### config.mk
export PLATFORM = sky130hd
export DESIGN_NAME = indexed_list_insert_erase
export DESIGN_NICKNAME = d
export VERILOG_FILES = /design/src/sv/ili_pkg.sv /design/src/sv/ili_cell.sv /design/src/sv/ili_ctrl.sv /design/src/sv/indexed_list_insert_erase.sv
export SDC_FILE = /design/constraint.sdc
export NUM_CORES = 2
export LEC_CHECK = 0
export BUFFER_PORTS_ARGS = -buffer_cell sky130_fd_sc_hd__buf_2
export CAP_MARGIN = 10
export CORE_MARGIN = 1
export CORE_UTILIZATION = 35
export DETAILED_ROUTE_END_ITERATION = 6
export MAX_ROUTING_LAYER = met4
export PLACE_DENSITY_LB_ADDON = 0.3
export SYNTH_ARGS = -nofsm -noshare
export SYNTH_HDL_FRONTEND = slang
export SYNTH_SLANG_ARGS = --single-unit
export TNS_END_PERCENT = 100
### constraint.sdc
create_clock -name aclk -period 11.37 [get_ports aclk]
set_input_delay 1.7055 -clock aclk [delete_from_list [all_inputs] [get_ports aclk]]
set_output_delay 1.7055 -clock aclk [all_outputs]
set_load 0.005 [all_outputs]
### src/sv/ili_pkg.sv
// Shared types and codes for the indexed list block.
`default_nettype none
package ili_pkg;

    typedef enum logic [1:0] {
        ACT_APPEND = 2'd0,
        ACT_INSERT = 2'd1,
        ACT_ERASE  = 2'd2,
        ACT_READ   = 2'd3
    } action_t;

    typedef enum logic [1:0] {
        ST_OK    = 2'd0,
        ST_RANGE = 2'd1,
        ST_FULL  = 2'd2
    } status_t;

    typedef enum logic [2:0] {
        LOP_NONE,
        LOP_APPEND,
        LOP_INSERT,
        LOP_ERASE,
        LOP_READ
    } list_op_t;

    typedef enum logic [1:0] {
        CELL_HOLD,
        CELL_LOAD,
        CELL_FROM_LEFT,
        CELL_FROM_RIGHT
    } cell_op_t;

    localparam int POS_W   = 7;
    localparam int WORD_W  = 32;
    localparam int COUNT_W = 7;

    typedef struct packed {
        action_t                    action;
        logic [POS_W-1:0]           position;
        logic signed [WORD_W-1:0]   value;
    } in_t;

    typedef struct packed {
        logic signed [WORD_W-1:0]   read_value;
        status_t                    status;
        logic [COUNT_W-1:0]         count;
    } out_t;

    typedef struct packed {
        status_t  status;
        list_op_t op;
    } decode_t;

endpackage
`default_nettype wire

### src/sv/ili_cell.sv
// One storage cell of the list chain: holds, loads or takes a neighbor's word.
`default_nettype none
module ili_cell (
    input  wire logic                              aclk,
    input  wire ili_pkg::cell_op_t                 op,
    input  wire logic signed [ili_pkg::WORD_W-1:0] load_value,
    input  wire logic signed [ili_pkg::WORD_W-1:0] left_data,
    input  wire logic signed [ili_pkg::WORD_W-1:0] right_data,
    output logic signed [ili_pkg::WORD_W-1:0]      data
);

    logic signed [ili_pkg::WORD_W-1:0] data_reg;
    logic signed [ili_pkg::WORD_W-1:0] data_next;

    always_comb begin
        case (op)
            ili_pkg::CELL_LOAD:       data_next = load_value;
            ili_pkg::CELL_FROM_LEFT:  data_next = left_data;
            ili_pkg::CELL_FROM_RIGHT: data_next = right_data;
            default:                  data_next = data_reg;
        endcase
    end

    always_ff @(posedge aclk) begin
        data_reg <= data_next;
    end

    assign data = data_reg;

endmodule
`default_nettype wire

### src/sv/ili_ctrl.sv
// Request decode: range and full checks, list operation, target slot, new count.
`default_nettype none
module ili_ctrl #(
    parameter int CAPACITY = 64
) (
    input  wire ili_pkg::action_t           action,
    input  wire logic [ili_pkg::POS_W-1:0]  position,
    input  wire logic [$clog2(CAPACITY+1)-1:0] count,
    output ili_pkg::decode_t                dec,
    output logic [((($clog2(CAPACITY+1)) > ili_pkg::POS_W) ?
                   $clog2(CAPACITY+1) : ili_pkg::POS_W)-1:0] target,
    output logic [$clog2(CAPACITY+1)-1:0]   count_next
);

    localparam int CW   = $clog2(CAPACITY+1);
    localparam int CMPW = (CW > ili_pkg::POS_W) ? CW : ili_pkg::POS_W;

    logic [CMPW-1:0] pos_ext;
    logic [CMPW-1:0] cnt_ext;
    logic            full;

    assign pos_ext = CMPW'(position);
    assign cnt_ext = CMPW'(count);
    assign full    = (count == CW'(CAPACITY));

    always_comb begin
        dec.status = ili_pkg::ST_OK;
        dec.op     = ili_pkg::LOP_NONE;
        target     = pos_ext;
        case (action)
            ili_pkg::ACT_APPEND: begin
                target = cnt_ext;
                if (full) begin
                    dec.status = ili_pkg::ST_FULL;
                end else begin
                    dec.op = ili_pkg::LOP_APPEND;
                end
            end
            ili_pkg::ACT_INSERT: begin
                // position check wins over the full check
                if (pos_ext > cnt_ext) begin
                    dec.status = ili_pkg::ST_RANGE;
                end else if (full) begin
                    dec.status = ili_pkg::ST_FULL;
                end else begin
                    dec.op = ili_pkg::LOP_INSERT;
                end
            end
            ili_pkg::ACT_ERASE: begin
                if (pos_ext >= cnt_ext) begin
                    dec.status = ili_pkg::ST_RANGE;
                end else begin
                    dec.op = ili_pkg::LOP_ERASE;
                end
            end
            default: begin
                if (pos_ext >= cnt_ext) begin
                    dec.status = ili_pkg::ST_RANGE;
                end else begin
                    dec.op = ili_pkg::LOP_READ;
                end
            end
        endcase
    end

    always_comb begin
        case (dec.op)
            ili_pkg::LOP_APPEND,
            ili_pkg::LOP_INSERT: count_next = count + CW'(1);
            ili_pkg::LOP_ERASE:  count_next = count - CW'(1);
            default:             count_next = count;
        endcase
    end

endmodule
`default_nettype wire

### src/sv/indexed_list_insert_erase.sv
// Indexed list: a chain of CAPACITY word cells that shift up or down on insert/erase.
// The result is registered and appears in the cycle after the request transaction.
// Throughput: one request per cycle unless the output stalls; every cell moves in the
// same cycle, and the count register and the cell contents carry state between requests.
// Reset: synchronous active-low aresetn clears the count and output valid;
// cell contents are not reset and are only read once written.
`default_nettype none
module indexed_list_insert_erase #(
    parameter int CAPACITY = 64
) (
    input  wire logic          aclk,
    input  wire logic          aresetn,
    input  wire logic          s_valid,
    output logic               s_ready,
    input  wire ili_pkg::in_t  s_data,
    output logic               m_valid,
    input  wire logic          m_ready,
    output ili_pkg::out_t      m_data
);

    localparam int CW   = $clog2(CAPACITY+1);
    localparam int CMPW = (CW > ili_pkg::POS_W) ? CW : ili_pkg::POS_W;
    localparam int IW   = (CAPACITY > 1) ? $clog2(CAPACITY) : 1;

    logic [CW-1:0]    count_reg;
    logic [CW-1:0]    count_next;
    logic             m_valid_reg;
    logic             m_valid_next;
    ili_pkg::out_t    m_data_reg;
    ili_pkg::out_t    m_data_next;

    ili_pkg::decode_t dec;
    logic [CMPW-1:0]  target;
    logic [CW-1:0]    count_calc;
    logic             s_fire;
    logic [IW-1:0]    rd_idx;

    logic signed [ili_pkg::WORD_W-1:0] cell_data [CAPACITY];

    assign s_ready = !m_valid_reg || m_ready;
    assign s_fire  = s_valid && s_ready;

    ili_ctrl #(
        .CAPACITY (CAPACITY)
    ) u_ctrl (
        .action     (s_data.action),
        .position   (s_data.position),
        .count      (count_reg),
        .dec        (dec),
        .target     (target),
        .count_next (count_calc)
    );

    for (genvar i = 0; i < CAPACITY; i++) begin : g_cell
        localparam logic [CMPW-1:0] IDX = CMPW'(i);
        ili_pkg::cell_op_t                 op;
        logic signed [ili_pkg::WORD_W-1:0] left_data;
        logic signed [ili_pkg::WORD_W-1:0] right_data;

        if (i == 0) begin : g_first
            assign left_data = s_data.value;
        end else begin : g_mid_l
            assign left_data = cell_data[i-1];
        end
        if (i == CAPACITY - 1) begin : g_last
            assign right_data = cell_data[i];
        end else begin : g_mid_r
            assign right_data = cell_data[i+1];
        end

        always_comb begin
            op = ili_pkg::CELL_HOLD;
            if (s_fire) begin
                case (dec.op)
                    ili_pkg::LOP_APPEND: begin
                        if (IDX == target) op = ili_pkg::CELL_LOAD;
                    end
                    ili_pkg::LOP_INSERT: begin
                        if (IDX == target) begin
                            op = ili_pkg::CELL_LOAD;
                        end else if (IDX > target) begin
                            op = ili_pkg::CELL_FROM_LEFT;
                        end
                    end
                    ili_pkg::LOP_ERASE: begin
                        if (IDX >= target) op = ili_pkg::CELL_FROM_RIGHT;
                    end
                    default: op = ili_pkg::CELL_HOLD;
                endcase
            end
        end

        ili_cell u_cell (
            .aclk       (aclk),
            .op         (op),
            .load_value (s_data.value),
            .left_data  (left_data),
            .right_data (right_data),
            .data       (cell_data[i])
        );
    end

    // a successful read has position below count, so the low bits index a cell
    assign rd_idx = target[IW-1:0];

    always_comb begin
        count_next   = count_reg;
        m_valid_next = m_valid_reg;
        m_data_next  = m_data_reg;
        if (m_valid_reg && m_ready) begin
            m_valid_next = 1'b0;
        end
        if (s_fire) begin
            count_next             = count_calc;
            m_valid_next           = 1'b1;
            m_data_next.status     = dec.status;
            m_data_next.count      = ili_pkg::COUNT_W'(count_calc);
            m_data_next.read_value = (dec.op == ili_pkg::LOP_READ) ? cell_data[rd_idx]
                                                                    : '0;
        end
    end

    always_ff @(posedge aclk) begin
        if (!aresetn) begin
            count_reg   <= '0;
            m_valid_reg <= 1'b0;
        end else begin
            count_reg   <= count_next;
            m_valid_reg <= m_valid_next;
        end
        m_data_reg <= m_data_next;
    end

    assign m_valid = m_valid_reg;
    assign m_data  = m_data_reg;

`ifndef ASSERT_OFF
    a_count_bound : assert property (@(posedge aclk) disable iff (!aresetn)
        count_reg <= CW'(CAPACITY))
        else $error("element count above capacity");

    a_append_grows : assert property (@(posedge aclk) disable iff (!aresetn)
        (s_fire && dec.op == ili_pkg::LOP_APPEND)
        |=> count_reg == $past(count_reg) + CW'(1))
        else $error("append did not grow the list");

    a_reject_holds : assert property (@(posedge aclk) disable iff (!aresetn)
        (s_fire && dec.status != ili_pkg::ST_OK)
        |=> count_reg == $past(count_reg))
        else $error("rejected request changed the count");

    a_reject_zero : assert property (@(posedge aclk) disable iff (!aresetn)
        (m_valid && m_data.status != ili_pkg::ST_OK) |-> m_data.read_value == '0)
        else $error("rejected request returned a nonzero word");
`endif

endmodule
`default_nettype wire

==> impl_metrics.json <==
{
  "rrSetupSlack_ns": 5.17,
  "skew_ns": 0.0965,
  "crit_fanout": 47,
  "tightestPinTransition_ns": 1.46,
  "post_cts_buffers": 0,
  "crit_buf_inv": 3,
  "r2r_cells": 18,
  "violations": "design-rule violations",
  "p_per_area_mw_per_mm2": 140,
  "setup-tns-final_ns": 0,
  "required_ns": 12.13,
  "r2r_end": "m_data[6]$_DFFE_PP_",
  "r2r_start": "count_reg[6]$_SDFFE_PN0P_",
  "gr-usage-all-layers_pct": 36.3,
  "setup_violations": 0,
  "outcome": "complete, but fails checks",
  "ys_seq_area_share_pct": 50.2,
  "cts_buffer_depth": 4,
  "hold_class": "flop to flop",
  "routabilityCongestion": 1.06,
  "grt_antenna_before_repair": 64,
  "layout_commonest_cell": "edfxtp_1",
  "drtIter0Drc": 19400,
  "cts_max_level": 4,
  "async_flop_share_pct": 0,
  "whs_endpoint": "g_cell[0].u_cell.data[25]$_DFFE_PP_",
  "avgSynthCellArea_um2": 10.9,
  "synth.distinct_cells": 119,
  "cpPeakStageDelay_ns": 0.88,
  "period_needed_ns": 7.13,
  "vias": 109000,
  "clk_pin_slew_worst_paths_ns": 0.06,
  "layout-drive-gt1-share_pct": 12.7,
  "fill_cells": 34200,
  "hold_start": "g_cell[1].u_cell.data[25]$_DFFE_PP_",
  "slew_headroom_pct": 2.67,
  "holdWs_ns": 0.558,
  "fin_util_pct": 39.1,
  "first_pass_iters": 7,
  "grt.overflow.total": 0,
  "yosysWarnings": 0,
  "ant_nets": 0,
  "rsz0062_at_grt": "false",
  "cp_slowest_cell": "a22oi_1",
  "rows": 219,
  "placed_cells": 15600,
  "period_share_pct": 62.7,
  "slew_violations": 0,
  "power.leakage_nw": 49.6,
  "num_io_pins": 88,
  "cts_hold_repair.buffers": 0,
  "cts.sinks": 2097,
  "synth_top_flop_cell": "edfxtp_1",
  "hold_depth": 1,
  "first_global_vias": 102000,
  "drt_wl_total_mm": 660,
  "synth_top_area_cell": "edfxtp_1",
  "clock_latency_ns": 1.02,
  "synth_enable_flop_cells": 2089,
  "crit_top_cell": "buf_4",
  "cp_cell_sequence": "buf_2, o21a_1, nor2_4, buf_4, buf_4, mux4_2, a22oi_1, a21oi_1, or4_1",
  "hold_viol": 0,
  "arrival_ns": 7.90,
  "start_util_pct": 35.2,
  "drcViolationCount": 4,
  "synth_area_mm2": 0.125,
  "die-area_mm2": 0.361,
  "routedWlPerCell_um": 40.9,
  "nets": 11200,
  "cp-start-kind": "input port",
  "hpwl_mm": 429,
  "crit_path_end_kind": "flop",
  "cts-root-buf": "clkbuf_16",
  "critical_path_class": "input port to flop",
  "final_cells": 16100,
  "largest_reg_flops": 2048,
  "grt_pass1_wl_mm": 891,
  "ys_ff_latch": 2097,
  "viasPerCell": 6.77,
  "ir_drop_mv": 0.137,
  "synth_cells": 11500,
  "final_cell_mix": "2089 x edfxtp_1, 1988 x mux2i_1, 1617 x nand2_1",
  "cts_resized": 0,
  "core_mm2": 0.356,
  "die_h_um": 601,
  "synth.area.top_cells": "edfxtp_1 50%, mux2i_1 16%, nand2_1 4.9%, a221o_1 3.1%, nor2_1 3.1%",
  "grt_max_degree": 114,
  "syn2layout_area_growth_pct": 11.2,
  "io_buffers": 87,
  "cts_tree": "done",
  "numCtsBuffers": 243,
  "crit_family": "compound AO/OA/AOI/OAI gates",
  "cap_violations": 0,
  "max_freq_mhz": 140,
  "syn_nets": 11500,
  "die_w_um": 601,
  "synth_top_area_share_pct": 50.0
}
-- stage by stage --
step	setup slack, ns	power, mW	cell area (µm²)
floorplan	4.73	10.4	125000
global placement	3.71	11.6	131000
detailed placement	3.73	11.6	131000
CTS	4.82	19.5	139000
global route	4.48	19.9	139000
finish	4.24	19.6	139000
-- how the worst max path moves through the flow --
stage                                                to       start  cells past startpoint
floorplan           g_cell[40].u_cell.data[0]$_DFFE_PP_  s_data[32]                     11
global placement               m_data[18]$_SDFFCE_PP0P_  s_data[39]                     10
detailed placement             m_data[11]$_SDFFCE_PP0P_  s_data[39]                      9
CTS                            m_data[11]$_SDFFCE_PP0P_  s_data[39]                      9
global route                   m_data[22]$_SDFFCE_PP0P_  s_data[39]                      9
finish                         m_data[11]$_SDFFCE_PP0P_  s_data[39]                      9
-- synthesized netlist by cell type, types with 22 or more instances --
library cell and number:
a211oi_1 58, a21o_1 85, a21oi_1 671, a21oi_2 24
a221o_1 387, a22o_1 85, a22oi_1 119, a2bb2oi_1 38
a2bb2oi_2 30, a311oi_1 41, a31oi_1 404, a32oi_1 79
and2_1 43, and3_1 51, buf_1 61, buf_2 393
buf_4 95, buf_6 32, clkbuf_1 577, edfxtp_1 2089
inv_1 47, mux2_2 39, mux2i_1 1990, mux4_2 133
nand2_1 1625, nand3_1 362, nand4_1 94, nor2_1 1026
nor3_1 35, nor4_1 22, o21ai_0 219, o21bai_1 22
o22ai_1 132
-- layout make-up --
cell class | count | area, µm² | share of cell area [%]
multi-input combinational | 8179 | 58400 | 41.9
sequential | 2097 | 62900 | 45.1
timing repair buffer | 550 | 4090 | 2.93
clock inverter | 149 | 1390 | 0.995
clock buffer | 295 | 6300 | 4.52
tap | 4751 | 5940 | 4.26
antenna | 74 | 185 | 0.133
inverter | 49 | 189 | 0.136
-- where the power goes --
| group | leakage, nW | switching (mW) | internal (mW) | total (mW) |
|---|---|---|---|---|
| clock network | 3.75 | 3.61 | 4.35 | 7.96 |
| logic | 26.9 | 1.99 | 0.776 | 2.77 |
| registers | 19.0 | 0.152 | 8.69 | 8.85 |
-- cell families (layout without fill, tap and decap cells) --
family / after synthesis / in the layout / share of synthesized area (%)
and+or+nand+nor: 3351 / 3351 / 11.2
AOI/OAI and AO/OA: 2634 / 2634 / 15.2
muxes: 2172 / 2172 / 18.7
DFF: 2097 / 2097 / 50.2
buffers and inverters: 1208 / 1043 / 4.49
adders and majority gates: 14 / 14 / 0.146
xor gates and xnor gates: 8 / 8 / 0.0559
other: 0 / 74 / 0
-- per-layer routing --
layer	GRT usage, %	wire [µm]	vias to the layer above
met1	44.2	239000	54900
met3	10.9	87500	1949
li1	-	-	43300
met4	26.5	58000	0
met2	50.8	276000	9241
met5	-	0	-
Power figures use the tool's default switching activity.
